==> config.mk <==
export PLATFORM = sky130hd
export DESIGN_NAME = phrase_synced_cc_glide
export DESIGN_NICKNAME = d
export VERILOG_FILES = /design/src/hdl/pscg_pkg.sv /design/src/hdl/pscg_msg_buf.sv /design/src/hdl/phrase_synced_cc_glide.sv
export SDC_FILE = /design/constraint.sdc
export NUM_CORES = 2
export LEC_CHECK = 0
export BUFFER_PORTS_ARGS = -buffer_cell sky130_fd_sc_hd__buf_2
export CAP_MARGIN = 20
export CORE_AREA = 10 10 408 410
export DETAILED_ROUTE_END_ITERATION = 7
export DIE_AREA = 0 0 418 420
export PLACE_DENSITY = 0.74
export SLEW_MARGIN = 40
export SYNTH_ARGS = -nofsm -noshare
export SYNTH_HDL_FRONTEND = slang
export SYNTH_SLANG_ARGS = --single-unit
==> constraint.sdc <==
create_clock -name clk -period 10.98 [get_ports clk]
set_input_delay 0 -clock clk [delete_from_list [all_inputs] [get_ports clk]]
set_output_delay 0 -clock clk [all_outputs]
set_load 0.01 [all_outputs]
==> src/hdl/pscg_pkg.sv <==
// Shared types, constants and small lookup functions for phrase_synced_cc_glide.
// No dependencies; imported by pscg_msg_buf and phrase_synced_cc_glide.
package pscg_pkg;

	localparam int NUM_CTRL_DEF  = 4;
	localparam int LVL_FRAC_DEF  = 16;
	localparam int TIME_BITS_DEF = 48;

	localparam int T_W   = 47;
	localparam int D_W   = 18;
	localparam int TGT_W = 16;
	localparam int NN_W  = 38;
	localparam int NN_SCALE = 15360;

	localparam int MSG_DEPTH_DEF = NUM_CTRL_DEF + 2;

	localparam logic [2:0] REG_SAMPLE_RATE = 3'd0;
	localparam logic [2:0] REG_LEN_SEL     = 3'd1;
	localparam logic [2:0] REG_FIRST_CC    = 3'd2;
	localparam logic [2:0] REG_GLIDE_CH    = 3'd3;
	localparam logic [2:0] REG_POS_CC      = 3'd4;
	localparam logic [2:0] REG_POS_CH      = 3'd5;
	localparam logic [2:0] REG_LEN_CC      = 3'd6;
	localparam logic [2:0] REG_LEN_CH      = 3'd7;

	localparam logic [17:0] RST_SAMPLE_RATE = 18'd48000;
	localparam logic [2:0]  RST_LEN_SEL     = 3'd2;
	localparam logic [6:0]  RST_FIRST_CC    = 7'd1;
	localparam logic [4:0]  RST_GLIDE_CH    = 5'd1;
	localparam logic [6:0]  RST_POS_CC      = 7'd0;
	localparam logic [4:0]  RST_POS_CH      = 5'd16;
	localparam logic [6:0]  RST_LEN_CC      = 7'd0;
	localparam logic [4:0]  RST_LEN_CH      = 5'd16;

	typedef struct packed {
		logic [4:0] ch;
		logic [6:0] cc;
		logic [6:0] val;
	} msg_t;

	typedef struct packed {
		logic wr;
		logic clr;
		logic go;
	} buf_ctl_t;

	// log2 of the phrase length in beats
	function automatic logic [2:0] beats_shift(input logic [2:0] sel);
		logic [2:0] s;
		case (sel)
			3'd0: s = 3'd0;
			3'd1: s = 3'd2;
			3'd2: s = 3'd3;
			3'd3: s = 3'd4;
			3'd4: s = 3'd5;
			3'd5: s = 3'd6;
			default: s = 3'd2;
		endcase
		return s;
	endfunction

	// floor(sel*127/7)
	function automatic logic [6:0] len_value(input logic [2:0] sel);
		logic [6:0] v;
		case (sel)
			3'd0: v = 7'd0;
			3'd1: v = 7'd18;
			3'd2: v = 7'd36;
			3'd3: v = 7'd54;
			3'd4: v = 7'd72;
			3'd5: v = 7'd90;
			3'd6: v = 7'd108;
			default: v = 7'd127;
		endcase
		return v;
	endfunction

endpackage

==> src/hdl/pscg_msg_buf.sv <==
// Message buffer for one tick: collects controller messages, then streams them
// out over a valid/ready channel with a last flag. Depends on pscg_pkg.
module pscg_msg_buf #(
	parameter int DEPTH = pscg_pkg::MSG_DEPTH_DEF
) (
	input  logic              clk,
	input  logic              arst_n,
	input  pscg_pkg::buf_ctl_t ctl,
	input  pscg_pkg::msg_t    wr_msg,
	output logic              busy,
	output logic              out_valid,
	input  logic              out_ready,
	output logic [4:0]        msg_channel,
	output logic [6:0]        msg_controller,
	output logic [6:0]        msg_value,
	output logic              msg_last
);
	import pscg_pkg::*;

	localparam int AW = (DEPTH > 1) ? $clog2(DEPTH) : 1;
	localparam int CW = $clog2(DEPTH + 1);

	msg_t          mem_q [DEPTH];
	logic [CW-1:0] cnt_q;
	logic [AW-1:0] rd_q;
	logic          send_q;
	msg_t          rd_msg;

	always_ff @(posedge clk) begin
		if (ctl.wr) begin
			mem_q[cnt_q[AW-1:0]] <= wr_msg;
		end
	end

	always_ff @(posedge clk or negedge arst_n) begin
		if (!arst_n) begin
			cnt_q  <= '0;
			rd_q   <= '0;
			send_q <= 1'b0;
		end else begin
			if (ctl.clr) begin
				cnt_q <= '0;
			end else if (ctl.wr) begin
				cnt_q <= cnt_q + CW'(1);
			end
			if (ctl.go) begin
				send_q <= (cnt_q != '0);
				rd_q   <= '0;
			end else if (send_q && out_ready) begin
				if (msg_last) begin
					send_q <= 1'b0;
				end else begin
					rd_q <= rd_q + AW'(1);
				end
			end
		end
	end

	assign rd_msg         = mem_q[rd_q];
	assign msg_channel    = rd_msg.ch;
	assign msg_controller = rd_msg.cc;
	assign msg_value      = rd_msg.val;
	assign msg_last       = (CW'(rd_q) == (cnt_q - CW'(1)));
	assign out_valid      = send_q;
	assign busy           = send_q;

endmodule

==> src/hdl/phrase_synced_cc_glide.sv <==
// Top level of phrase_synced_cc_glide: bit-serial phrase arithmetic and glide update.
// Depends on pscg_pkg and pscg_msg_buf.
//
// Usage: one transfer on the input channel (in_valid/in_ready) carries a tick:
// play flag, playhead, tempo and the target levels. The block answers with
// zero to NUM_CONTROLLERS+2 controller messages on the output channel
// (out_valid/out_ready); msg_last marks the final message of the tick.
// Configuration is a plain write port (cfg_we, cfg_addr, cfg_wdata); the user must
// write it only while no tick is in flight, which the block itself does not enforce.
// Sequence: playhead mod phrase, the modular tempo product, the position quotient,
// the reports, then the glide increment (skipped when the glide is capped; its
// final division is skipped when the tempo product caps), each controller in turn
// and the start of the output. The messages are then delivered in order; a
// stalled receiver holds the current message. One tick is in work at a time; the
// bit-serial restoring dividers and shift-add multipliers set this.
// in_ready is low from acceptance until the message buffer has finished sending
// the last message and the state machine has returned to idle. Reset clears
// levels, sent values, previous playhead and configuration to their defaults.
module phrase_synced_cc_glide #(
	parameter int NUM_CONTROLLERS = pscg_pkg::NUM_CTRL_DEF,
	parameter int LEVEL_FRAC_BITS = pscg_pkg::LVL_FRAC_DEF,
	parameter int TIME_BITS       = pscg_pkg::TIME_BITS_DEF
) (
	input  logic        clk,
	input  logic        arst_n,
	input  logic        in_valid,
	output logic        in_ready,
	input  logic        is_playing,
	input  logic [46:0] playhead_samples,
	input  logic [17:0] tempo_bpm_q8,
	input  logic [15:0] target_a,
	input  logic [15:0] target_b,
	input  logic [15:0] target_c,
	input  logic [15:0] target_d,
	output logic        out_valid,
	input  logic        out_ready,
	output logic [4:0]  msg_channel,
	output logic [6:0]  msg_controller,
	output logic [6:0]  msg_value,
	output logic        msg_last,
	input  logic        cfg_we,
	input  logic [2:0]  cfg_addr,
	input  logic [17:0] cfg_wdata
);
	import pscg_pkg::*;

	localparam int LV_W = LEVEL_FRAC_BITS + 1;
	localparam int CI_W = (NUM_CONTROLLERS > 1) ? $clog2(NUM_CONTROLLERS) : 1;
	localparam int DW   = (TIME_BITS > NN_W) ? TIME_BITS : NN_W;
	localparam int ND_W = NN_W + D_W;
	localparam int PN_W = NN_W + 8;
	localparam int SH_UP = (LEVEL_FRAC_BITS >= TGT_W) ? LEVEL_FRAC_BITS - TGT_W : 0;
	localparam int SH_DN = (LEVEL_FRAC_BITS < TGT_W) ? TGT_W - LEVEL_FRAC_BITS : 0;
	localparam int VS_W = LEVEL_FRAC_BITS + 9;

	localparam logic [3:0] ST_IDLE = 4'd0;
	localparam logic [3:0] ST_MODT = 4'd1;
	localparam logic [3:0] ST_MULM = 4'd2;
	localparam logic [3:0] ST_PREP = 4'd3;
	localparam logic [3:0] ST_POS  = 4'd4;
	localparam logic [3:0] ST_HDRP = 4'd5;
	localparam logic [3:0] ST_HDRL = 4'd6;
	localparam logic [3:0] ST_NDM  = 4'd7;
	localparam logic [3:0] ST_NDC  = 4'd8;
	localparam logic [3:0] ST_FRAC = 4'd9;
	localparam logic [3:0] ST_CTL  = 4'd10;
	localparam logic [3:0] ST_GO   = 4'd11;
	localparam logic [3:0] ST_SEND = 4'd12;

	// configuration
	logic [17:0] sr_q;
	logic [2:0]  sel_q;
	logic [6:0]  first_q;
	logic [4:0]  gch_q;
	logic [6:0]  posn_q;
	logic [4:0]  posch_q;
	logic [6:0]  lenn_q;
	logic [4:0]  lench_q;

	logic [3:0]           state_q;
	logic [5:0]           cnt_q;
	logic                 ph_q;
	logic [T_W-1:0]       t_q;
	logic [D_W-1:0]       d_q;
	logic                 play_q;
	logic [TGT_W-1:0]     tg_q [4];
	logic [NN_W-1:0]      nn_q;
	logic [NN_W-1:0]      rem_q;
	logic [NN_W-1:0]      x_q;
	logic [NN_W-1:0]      acc_q;
	logic [PN_W-1:0]      pnum_q;
	logic [PN_W-1:0]      ds_q;
	logic [6:0]           pq_q;
	logic [NN_W-1:0]      den_q;
	logic [TIME_BITS-1:0] dlt_q;
	logic                 bw_q;
	logic                 cap_q;
	logic [ND_W-1:0]      nd_q;
	logic [NN_W-1:0]      fr_q;
	logic [31:0]          inc_q;
	logic [CI_W-1:0]      ci_q;
	logic [LV_W-1:0]      gl_q [NUM_CONTROLLERS];
	logic [6:0]           sv_q [NUM_CONTROLLERS];
	logic [TIME_BITS-1:0] prev_q;
	logic [LV_W+31:0]     prod_s1;
	logic                 up_s1;
	logic [LV_W-1:0]      tl_s1;
	logic [LV_W-1:0]      lv_s1;

	logic            in_xfer;
	logic            d_bit;
	logic [17:0]     rate_e;
	logic [31:0]     rmul;
	logic [NN_W-1:0] nn_calc;
	logic [NN_W:0]   mt_r2, mt_sub;
	logic [NN_W-1:0] mt_nx;
	logic [NN_W:0]   mm_a, mm_sub;
	logic [NN_W-1:0] mm_nx;
	logic [PN_W-1:0] pnum_calc;
	logic [PN_W-1:0] pn_sub;
	logic            pn_ge;
	logic [TIME_BITS-1:0] tm;
	logic [NN_W-1:0] dlt_lo;
	logic [ND_W-1:0] nd_nx;
	logic [NN_W:0]   fr2, fr_sub;
	logic            fr_ge;
	logic [39:0]     tw;
	logic [LV_W-1:0] tl, lv, diff;
	logic            up;
	logic [LV_W+32:0] rsum;
	logic [LV_W-1:0] step, nl;
	logic [VS_W-1:0] vs;
	logic [8:0]      v9;
	logic [6:0]      val;
	buf_ctl_t        bctl;
	msg_t            wmsg;
	logic            busy;

	assign in_ready = (state_q == ST_IDLE);
	assign in_xfer  = in_valid && in_ready;
	assign d_bit    = d_q[cnt_q[4:0]];

	assign rate_e  = (sr_q == '0) ? 18'd1 : sr_q;
	assign rmul    = 32'(rate_e) * 32'(NN_SCALE);
	assign nn_calc = NN_W'({6'd0, rmul} << beats_shift(sel_q));

	assign mt_r2  = {rem_q, t_q[cnt_q]};
	assign mt_sub = mt_r2 - {1'b0, nn_q};
	assign mt_nx  = (mt_r2 >= {1'b0, nn_q}) ? mt_sub[NN_W-1:0] : mt_r2[NN_W-1:0];

	assign mm_a   = ph_q ? ({1'b0, acc_q} + (d_bit ? {1'b0, x_q} : '0)) : {acc_q, 1'b0};
	assign mm_sub = mm_a - {1'b0, nn_q};
	assign mm_nx  = (mm_a >= {1'b0, nn_q}) ? mm_sub[NN_W-1:0] : mm_a[NN_W-1:0];

	assign pnum_calc = PN_W'(acc_q) * PN_W'(254) + PN_W'(nn_q);
	assign pn_ge     = (pnum_q >= ds_q);
	assign pn_sub    = pnum_q - ds_q;

	assign tm     = TIME_BITS'({17'd0, t_q});
	assign dlt_lo = NN_W'(DW'(dlt_q));
	assign nd_nx  = {nd_q[ND_W-2:0], 1'b0} + (d_bit ? ND_W'(dlt_lo) : '0);

	assign fr2    = {fr_q, 1'b0};
	assign fr_ge  = (fr2 >= {1'b0, den_q});
	assign fr_sub = fr2 - {1'b0, den_q};

	// glide datapath
	assign tw   = ({24'd0, tg_q[2'(ci_q)]} << SH_UP) >> SH_DN;
	assign tl   = LV_W'(tw);
	assign lv   = gl_q[ci_q];
	assign up   = (tl >= lv);
	assign diff = up ? (tl - lv) : (lv - tl);
	assign rsum = (LV_W+33)'(prod_s1) + (LV_W+33)'(33'h080000000);
	assign step = rsum[32 +: LV_W];
	assign nl   = cap_q ? tl_s1 : (up_s1 ? (lv_s1 + step) : (lv_s1 - step));
	assign vs   = VS_W'(nl) * VS_W'(127) + (VS_W'(1) << (LEVEL_FRAC_BITS - 1));
	assign v9   = vs[LEVEL_FRAC_BITS +: 9];
	assign val  = (v9 > 9'd127) ? 7'd127 : v9[6:0];

	always_comb begin
		bctl.clr = in_xfer;
		bctl.go  = (state_q == ST_GO);
		bctl.wr  = 1'b0;
		wmsg.ch  = gch_q;
		wmsg.cc  = 7'(first_q + 7'(ci_q));
		wmsg.val = val;
		unique case (state_q)
			ST_HDRP: begin
				bctl.wr  = play_q && (posn_q != '0);
				wmsg.ch  = posch_q;
				wmsg.cc  = posn_q;
				wmsg.val = pq_q;
			end
			ST_HDRL: begin
				bctl.wr  = play_q && (lenn_q != '0);
				wmsg.ch  = lench_q;
				wmsg.cc  = lenn_q;
				wmsg.val = len_value(sel_q);
			end
			ST_CTL: begin
				bctl.wr = ph_q && (val != sv_q[ci_q]);
			end
			default: begin
			end
		endcase
	end

	always_ff @(posedge clk or negedge arst_n) begin
		if (!arst_n) begin
			sr_q    <= RST_SAMPLE_RATE;
			sel_q   <= RST_LEN_SEL;
			first_q <= RST_FIRST_CC;
			gch_q   <= RST_GLIDE_CH;
			posn_q  <= RST_POS_CC;
			posch_q <= RST_POS_CH;
			lenn_q  <= RST_LEN_CC;
			lench_q <= RST_LEN_CH;
		end else if (cfg_we) begin
			unique case (cfg_addr)
				REG_SAMPLE_RATE: sr_q    <= cfg_wdata;
				REG_LEN_SEL:     sel_q   <= cfg_wdata[2:0];
				REG_FIRST_CC:    first_q <= cfg_wdata[6:0];
				REG_GLIDE_CH:    gch_q   <= cfg_wdata[4:0];
				REG_POS_CC:      posn_q  <= cfg_wdata[6:0];
				REG_POS_CH:      posch_q <= cfg_wdata[4:0];
				REG_LEN_CC:      lenn_q  <= cfg_wdata[6:0];
				REG_LEN_CH:      lench_q <= cfg_wdata[4:0];
				default: begin
				end
			endcase
		end
	end

	// payload registers
	always_ff @(posedge clk) begin
		if (in_xfer) begin
			t_q    <= playhead_samples;
			d_q    <= (tempo_bpm_q8 == '0) ? 18'd1 : tempo_bpm_q8;
			play_q <= is_playing;
			tg_q[0] <= target_a;
			tg_q[1] <= target_b;
			tg_q[2] <= target_c;
			tg_q[3] <= target_d;
			nn_q   <= nn_calc;
		end
		if (state_q == ST_MODT && cnt_q == '0) begin
			x_q <= mt_nx;
		end
		if (state_q == ST_PREP) begin
			pnum_q <= pnum_calc;
			ds_q   <= PN_W'(nn_q) << 7;
			den_q  <= nn_q - acc_q;
			dlt_q  <= tm - prev_q;
			bw_q   <= (tm < prev_q);
		end
		if (state_q == ST_POS) begin
			pq_q   <= {pq_q[5:0], pn_ge};
			pnum_q <= pn_ge ? pn_sub : pnum_q;
			ds_q   <= ds_q >> 1;
		end
		if (state_q == ST_CTL && !ph_q) begin
			prod_s1 <= (LV_W+32)'(diff) * (LV_W+32)'(inc_q);
			up_s1   <= up;
			tl_s1   <= tl;
			lv_s1   <= lv;
		end
	end

	always_ff @(posedge clk or negedge arst_n) begin
		if (!arst_n) begin
			state_q <= ST_IDLE;
			cnt_q   <= '0;
			ph_q    <= 1'b0;
			rem_q   <= '0;
			acc_q   <= '0;
			cap_q   <= 1'b0;
			nd_q    <= '0;
			fr_q    <= '0;
			inc_q   <= '0;
			ci_q    <= '0;
			prev_q  <= '0;
			for (int i = 0; i < NUM_CONTROLLERS; i++) begin
				gl_q[i] <= '0;
				sv_q[i] <= '0;
			end
		end else begin
			unique case (state_q)
				ST_IDLE: begin
					if (in_xfer) begin
						rem_q   <= '0;
						cnt_q   <= 6'(T_W - 1);
						state_q <= ST_MODT;
					end
				end
				ST_MODT: begin
					rem_q <= mt_nx;
					cnt_q <= cnt_q - 6'd1;
					if (cnt_q == '0) begin
						acc_q   <= '0;
						ph_q    <= 1'b0;
						cnt_q   <= 6'(D_W - 1);
						state_q <= ST_MULM;
					end
				end
				ST_MULM: begin
					acc_q <= mm_nx;
					ph_q  <= !ph_q;
					if (ph_q) begin
						cnt_q <= cnt_q - 6'd1;
						if (cnt_q == '0) begin
							state_q <= ST_PREP;
						end
					end
				end
				ST_PREP: begin
					cnt_q   <= 6'd6;
					state_q <= ST_POS;
				end
				ST_POS: begin
					cnt_q <= cnt_q - 6'd1;
					if (cnt_q == '0) begin
						state_q <= ST_HDRP;
					end
				end
				ST_HDRP: begin
					cap_q   <= !play_q || bw_q || (DW'(dlt_q) >= DW'(den_q));
					state_q <= ST_HDRL;
				end
				ST_HDRL: begin
					ci_q <= '0;
					ph_q <= 1'b0;
					nd_q <= '0;
					cnt_q <= 6'(D_W - 1);
					state_q <= cap_q ? ST_CTL : ST_NDM;
				end
				ST_NDM: begin
					nd_q  <= nd_nx;
					cnt_q <= cnt_q - 6'd1;
					if (cnt_q == '0) begin
						state_q <= ST_NDC;
					end
				end
				ST_NDC: begin
					cap_q <= (nd_q >= ND_W'(den_q));
					fr_q  <= nd_q[NN_W-1:0];
					inc_q <= '0;
					cnt_q <= 6'd31;
					state_q <= (nd_q >= ND_W'(den_q)) ? ST_CTL : ST_FRAC;
				end
				ST_FRAC: begin
					fr_q  <= fr_ge ? fr_sub[NN_W-1:0] : fr2[NN_W-1:0];
					inc_q <= {inc_q[30:0], fr_ge};
					cnt_q <= cnt_q - 6'd1;
					if (cnt_q == '0) begin
						state_q <= ST_CTL;
					end
				end
				ST_CTL: begin
					ph_q <= !ph_q;
					if (ph_q) begin
						gl_q[ci_q] <= nl;
						sv_q[ci_q] <= val;
						ci_q <= ci_q + CI_W'(1);
						if (ci_q == CI_W'(NUM_CONTROLLERS - 1)) begin
							state_q <= ST_GO;
						end
					end
				end
				ST_GO: begin
					prev_q  <= tm;
					state_q <= ST_SEND;
				end
				ST_SEND: begin
					if (!busy) begin
						state_q <= ST_IDLE;
					end
				end
				default: state_q <= ST_IDLE;
			endcase
		end
	end

	pscg_msg_buf #(
		.DEPTH(NUM_CONTROLLERS + 2)
	) u_buf (
		.clk           (clk),
		.arst_n        (arst_n),
		.ctl           (bctl),
		.wr_msg        (wmsg),
		.busy          (busy),
		.out_valid     (out_valid),
		.out_ready     (out_ready),
		.msg_channel   (msg_channel),
		.msg_controller(msg_controller),
		.msg_value     (msg_value),
		.msg_last      (msg_last)
	);

	a_no_overlap: assert property (@(posedge clk) disable iff (!arst_n)
		!(in_ready && out_valid))
		else $error("input taken while messages pending");
	a_modt_rem: assert property (@(posedge clk) disable iff (!arst_n)
		(state_q == ST_MODT) |-> (rem_q < nn_q))
		else $error("phrase remainder out of range");
	a_pos_rem: assert property (@(posedge clk) disable iff (!arst_n)
		(state_q == ST_POS) |-> ({1'b0, pnum_q} < {ds_q, 1'b0}))
		else $error("position quotient overflow");
	a_frac_rem: assert property (@(posedge clk) disable iff (!arst_n)
		(state_q == ST_FRAC) |-> (fr_q < den_q))
		else $error("increment remainder out of range");

endmodule
* After elaboration in Yosys (flattened, before gate mapping)
Memory sizes are Yosys's and may differ from the RTL's. Cells that the tools add are included.
Storage, ports and cells: bits of input ports 156, bits in writable memories 178, word-level logic and storage cells 258, memories 2, flip-flop bits (word level) 833, output and inout bits 22
Cells by class: equal/unequal tests 40, add/sub/neg operators 21, magnitude comparators 13, multiplexer cells 77, shift operators 1, bitwise logic cells 1, reduce and logical (&&, ||, !) cells 53, multiply operators 4
Memory list:
- u_buf.mem_q | depth 6, width 19, read ports 1, clocked after Yosys merged registers in 0, write ports 1, line pscg_msg_buf.sv:23 | msg_t mem_q [DEPTH];
- tg_q | depth 4, width 16, read ports 1, clocked after Yosys merged registers in 0, write ports 4, line phrase_synced_cc_glide.sv:86 | logic [TGT_W-1:0] tg_q [4];
Operators by type and width (number):
- $mux W38 | 7
- $pmux W38 S2 | 3
- $sub A38 B38 Y38 | 4
- $mux W46 | 3
- $ge A39 B38 Y1 | 3
- $pmux W56 S2 | 1
- $mux W17 | 6
- $bwmux W68 | 1
- $pmux W32 S2 | 1
- $add A56 B38 Y56 | 1
- $ge A56 B38 Y1 | 1
- $pmux W4 S13 | 1
- $add A49 B32 Y49 const B | 1
- $mul A17 B32 Y49 | 1
- $pmux W7 S7 | 1
- $ge A48 B38 Y1 | 1
- $sub A47 B47 Y48 | 1
- $lt A47 B47 Y1 | 1
- $add A46 B38 Y46 | 1
- $ge A46 B45 Y1 | 1
- $sub A46 B45 Y46 | 1
- $mul A38 B7 Y45 const B | 1
- $mux W45 | 1
- $mux W4 | 11
- 69 further kinds | 156

* Depth between registers and ports, before layout
depth in word-level cells 13, depth in mapped cells 45

* Modules after synthesis
From an unflattened synthesis, not the netlist that was laid out.
Unflattened totals: cells, all modules 8820, area total of the unflattened synthesis 86519.2 um^2
By module, submodules not included:
- phrase_synced_cc_glide | cells each 8565, area each 81717.1 um^2, times used 1
- pscg_msg_buf | cells each 255, area each 4802.1 um^2, times used 1

* Least setup slack after synthesis
Ideal clock, no wire load.
path type reg-to-reg, start register ci_q[0], end register prod_s1[48] (data pin), cell stages (with the launch flop) 43, clock period less this slack 10.731 ns, path slack 0.249 ns, data arrival time 10.471 ns, path buffers 6, cells stage by stage dfrtp_1 buf_2 buf_1 buf_1 mux4_2 inv_1 ha_1 clkbuf_2 a21oi_1 o221ai_1 a21oi_1 o211a_1 o211ai_1 and2_1 a21oi_1 buf_2 inv_2 o21ai_0 [7 not listed] fa_1 inv_1 fa_1 fa_1 fa_1 ha_1 a21o_1 a21o_1 a221o_1 a221oi_1 o22ai_1 a41o_1 o211a_1 o21a_1 o21ai_1 o2bb2ai_1 o21bai_1 xnor2_1
RTL lines:
- from (decl) | line phrase_synced_cc_glide.sv:101 | logic [CI_W-1:0] ci_q;
- from (signal assigned) | line phrase_synced_cc_glide.sv:363 | ci_q <= ci_q + CI_W'(1);
- $mem_v2 Z4 W16
- named net tl[2] | line phrase_synced_cc_glide.sv:128 | logic [LV_W-1:0] tl, lv, diff;
- $ge A16 B17 Y1 | line phrase_synced_cc_glide.sv:171 | assign up = (tl >= lv);
- named net up | line phrase_synced_cc_glide.sv:129 | logic up;
- $mux W17 | line phrase_synced_cc_glide.sv:172 | assign diff = up ? (tl - lv) : (lv - tl);
- $mul A17 B32 Y49 | line phrase_synced_cc_glide.sv:262 | prod_s1 <= (LV_W+32)'(diff) * (LV_W+32)'(inc_q);
- to (signal assigned) | line phrase_synced_cc_glide.sv:262
- to (decl) | line phrase_synced_cc_glide.sv:105 | logic [LV_W+31:0] prod_s1;
The timed path passes the listed nets, and every way through them passes these cells. The select of a mux whose other input is x is not followed. A chain may end at the register's enable or synchronous reset.

* Worst setup path after layout
start register ci_q[0], end register prod_s1[48] (data pin)
RTL lines (line):
- $mem_v2 Z4 W16 *
- named net tl[0] | phrase_synced_cc_glide.sv:128
- $sub A17 B16 Y17, or another cell as far along | phrase_synced_cc_glide.sv:172
- $mux W17 * | phrase_synced_cc_glide.sv:172
- $mul A17 B32 Y49 * | phrase_synced_cc_glide.sv:262
Mark *: on every way through the listed nets, which the timed path passes. The rest lies on a longest branch. The select of a mux whose other input is x is not followed.

==> flow_metrics.py <==
metrics = {
    "outcome": {
        "status": "complete, but fails checks",
        "violations": "antenna rules",
    },
    "finish": {
        "instances_no_fill": 11426,
        "fillers": 12714,
        "finalCoreUtilization_pct": 61.25,
        "syn_to_final_growth_pct": 11.65,
        "drive_gt1_share_pct": 8.195,
        "nets": 10820,
        "fin_area_sq_mm": 0.09668,
    },
    "placed_design": {
        "place_area_sq_mm": 0.08984,
        "dp.cells": 10902,
        "port_buffers": 177,
        "place_ws_ns": -0.003021,
        "gp_congestion": 0.9506,
        "hpwl_um": 176000,
    },
    "drt": {
        "finalWirelength_um": 240100,
        "drt_iter0_drc": 5501,
        "drtPass1Iterations": 6,
        "ant_nets": 1,
        "drcViolationCount": 0,
        "vias_per_cell": 5.965,
        "drt-wirelength-per-cell_um": 21.01,
        "via_count": 68153,
    },
    "yosys": {
        "yosysMostFrequentCell": "nand2_1",
        "synth_top_cell_area_share_pct": 18.97,
        "netlist_area_sq_mm": 0.08659,
        "yosysSeqAreaShare_pct": 31.21,
        "synth_enable_flop_cells": 547,
        "ys_types": 96,
        "yosys.area.top_type": "edfxtp_1",
        "synth.cells.most_frequent": "nand2_1 (1,121), inv_1 (947), ha_1 (736), fa_1 (683), o21ai_0 (572)",
        "ys_warn_count": 0,
        "synth_seq_cells": 970,
        "synthCells": 8937,
        "synth_area_leaders": "edfxtp_1 (19%), fa_1 (16%), dfrtp_1 (12%)",
        "syn-num-nets": 10512,
        "avgSynthCellArea_sq_um": 9.689,
        "ys_async_sr_fraction_pct": 43.61,
        "synth_flop_cell": "edfxtp_1",
    },
    "cts": {
        "ctsHtreeMaxLevel": 3,
        "clock-sinks": 970,
        "clkLatencyLatePin_ns": 0.75,
        "clk_path_buf_depth": 3,
        "cts-root-buf": "clkbuf_16",
        "clk_pin_slew_worst_paths_ns": 0.07,
        "cts_tree": "done",
        "cts_made_buffers": 104,
    },
    "sta": {
        "tightest_slew_ns": 0.9177,
        "fin_worst_skew_ns": 0.03813,
        "hold_violations": 0,
        "setup_violations": 0,
        "maxSlewViolCount": 0,
        "slew-limit-headroom_pct": 38.38,
        "period_needed_ns": 10.63,
        "period_share_pct": 96.80,
        "final.setup.worst_slack_ns": 0.3518,
        "timing.fmax_mhz": 94.09,
    },
    "worst_setup_path": {
        "cp_max_fo": 15,
        "crit_top_cell": "fa_1",
        "r2r_start": "ci_q[0]$_DFFE_PN0P_",
        "path_class": "flip-flop to flip-flop",
        "slowest_delay_ns": 0.58,
        "crit_slowest_cell": "mux4_2",
        "startpoint_type": "flip-flop",
        "worstPathArrival_ns": 11.13,
        "rr_worst_depth": 39,
        "end_kind": "flip-flop",
        "r2r-end": "prod_s1[48]$_DFFE_PP_",
        "r2r_slack_ns": 0.35,
        "required_ns": 11.49,
    },
    "floorplanning": {
        "die-width_um": 418,
        "fp-row-count": 146,
        "ios": 178,
        "core_sq_mm": 0.1578,
        "start_util_pct": 54.86,
        "die_h_um": 420,
        "dieArea_sq_mm": 0.1756,
    },
    "grt": {
        "antenna_found_initial": 21,
        "grt_pass1_vias": 69261,
        "grtUsageTotal_pct": 27.10,
        "grt_max_degree": 149,
        "grt_pass1_wl_um": 382000,
        "overflow": 0,
    },
    "hold_path": {
        "min_delay_path_depth": 2,
        "hp-start": "target_d[14]",
        "min_path_type": "input port to flip-flop",
        "hold_end": "tg_q[3][14]$_DFFE_PP_",
    },
    "flow_run": {
        "max_cap_viol_count": 0,
    },
}
area by class of cell:
type	count	area (sq um)	area share (%)
Clock buffer	144	2949	3.050
Inverter	952	3578	3.701
Tap cell	2072	2592	2.682
Clock inverter	52	554.3	0.5733
Timing Repair Buffer	612	5091	5.266
Sequential cell	970	27040	27.97
Multi-Input combinational cell	6605	54820	56.71
Antenna cell	19	47.55	0.04918
metal layers:
metal	global-route usage, %	share of wire [%]	up-vias
met5	0	0.0050	-
met4	14.10	6.0	2
met3	3.741	6.4	687
met2	45.32	48	2568
met1	34.27	40	33561
li1	-	-	31335
state kept, by name (all words and copies together) (netlist names), 17 cells and up:
signal       count
lv_s1           17
nd_q            56
sv_q            28
gl_q            68
prev_q          47
d_q             18
sr_q            18
x_q             38
dlt_q           48
den_q           38
fr_q            38
acc_q           38
nn_q            28
t_q             47
rem_q           38
pnum_q          46
inc_q           32
ds_q            45
tg_q            64
u_buf.mem_q    114
prod_s1         18
kinds of logic (layout without fill, tap and decap cells):
family,count (synthesis),after routing,share of synthesized area [%]
and+or+nand+nor,2501,2501,13.47
AOI/OAI and AO/OA,1993,1993,14.35
adders and majority gates,1419,1419,26.43
buffers and inverters,1362,1760,5.971
DFF,970,970,31.21
xor gates and xnor gates,455,455,4.602
muxes,237,237,3.968
other,0,19,0
cell usage in the layout, fill, tap and decap left out, types with 38 or more instances in the layout:
cell | netlist | routed
nand2_1 | 1121 | 1119
inv_1 | 947 | 946
ha_1 | 736 | 736
fa_1 | 683 | 683
o21ai_0 | 572 | 563
edfxtp_1 | 547 | 547
a21oi_1 | 531 | 525
dfrtp_1 | 411 | 403
nor2_1 | 389 | 380
dlygate4sd3_1 | 0 | 293
a21o_1 | 291 | 290
xnor2_1 | 295 | 285
buf_2 | 21 | 177
nand3_1 | 172 | 172
nor2b_1 | 159 | 158
and2_1 | 155 | 155
xor2_1 | 160 | 153
buf_4 | 1 | 114
clkbuf_16 | 0 | 109
nand2b_1 | 98 | 97
nor3_1 | 100 | 92
mux2i_1 | 89 | 85
and3_1 | 83 | 83
mux4_2 | 78 | 78
nand4_1 | 70 | 70
mux2_2 | 70 | 70
a31oi_1 | 70 | 70
o21bai_1 | 64 | 64
o21a_1 | 60 | 60
o22ai_1 | 46 | 46
o31ai_1 | 39 | 38
how the worst max path moves through the flow:
| stage | startpoint | to | slack, ns | cells past startpoint |
|---|---|---|---|---|
| final | ci_q[0]$_DFFE_PN0P_ | prod_s1[48]$_DFFE_PP_ | 0.35 | 39 |
| after global routing | ci_q[0]$_DFFE_PN0P_ | prod_s1[48]$_DFFE_PP_ | -0.09 | 38 |
| after CTS | ci_q[0]$_DFFE_PN0P_ | prod_s1[48]$_DFFE_PP_ | 0.02 | 37 |
| after detailed placement | ci_q[0]$_DFFE_PN0P_ | prod_s1[48]$_DFFE_PP_ | -0.003 | 37 |
| after global placement | ci_q[0]$_DFFE_PN0P_ | prod_s1[48]$_DFFE_PP_ | 0.19 | 36 |
| after floorplan | ci_q[0]$_DFFE_PN0P_ | prod_s1[48]$_DFFE_PP_ | 0.25 | 42 |
stage by stage:
stage | TNS (ns) | hold slack (ns)
after CTS | 0 | 0.004150
final | 0 | 0.05679
after floorplan | 0 | -0.2956
after global routing | -0.1381 | 0.03755
after detailed placement | -0.003021 | 0.03391
after global placement | 0 | 0.03268
what timing repair did:
item / CTS / global route
resized for setup: 0 / 29
setup buffers: 0 / 13
endpoints found under the hold margin: 299 / 0
hold buffers: 294 / 0
endpoints found under the setup margin: 0 / 131
worst max-delay path, delay by kind of cell (launching register included):
family | cells | cell delay [ns]
AO/OA/AOI/OAI | 16 | 3.50
XOR/XNOR | 2 | 0.28
flip-flops | 1 | 0.42
adder cells (fa/ha/maj) | 9 | 4.04
buffers and inverters | 7 | 1.13
multiplexers | 1 | 0.58
AND/OR/NAND/NOR | 4 | 0.45
Power is not shown: default switching activity piles up to over one toggle a cycle in this logic, so the estimate is an artifact.
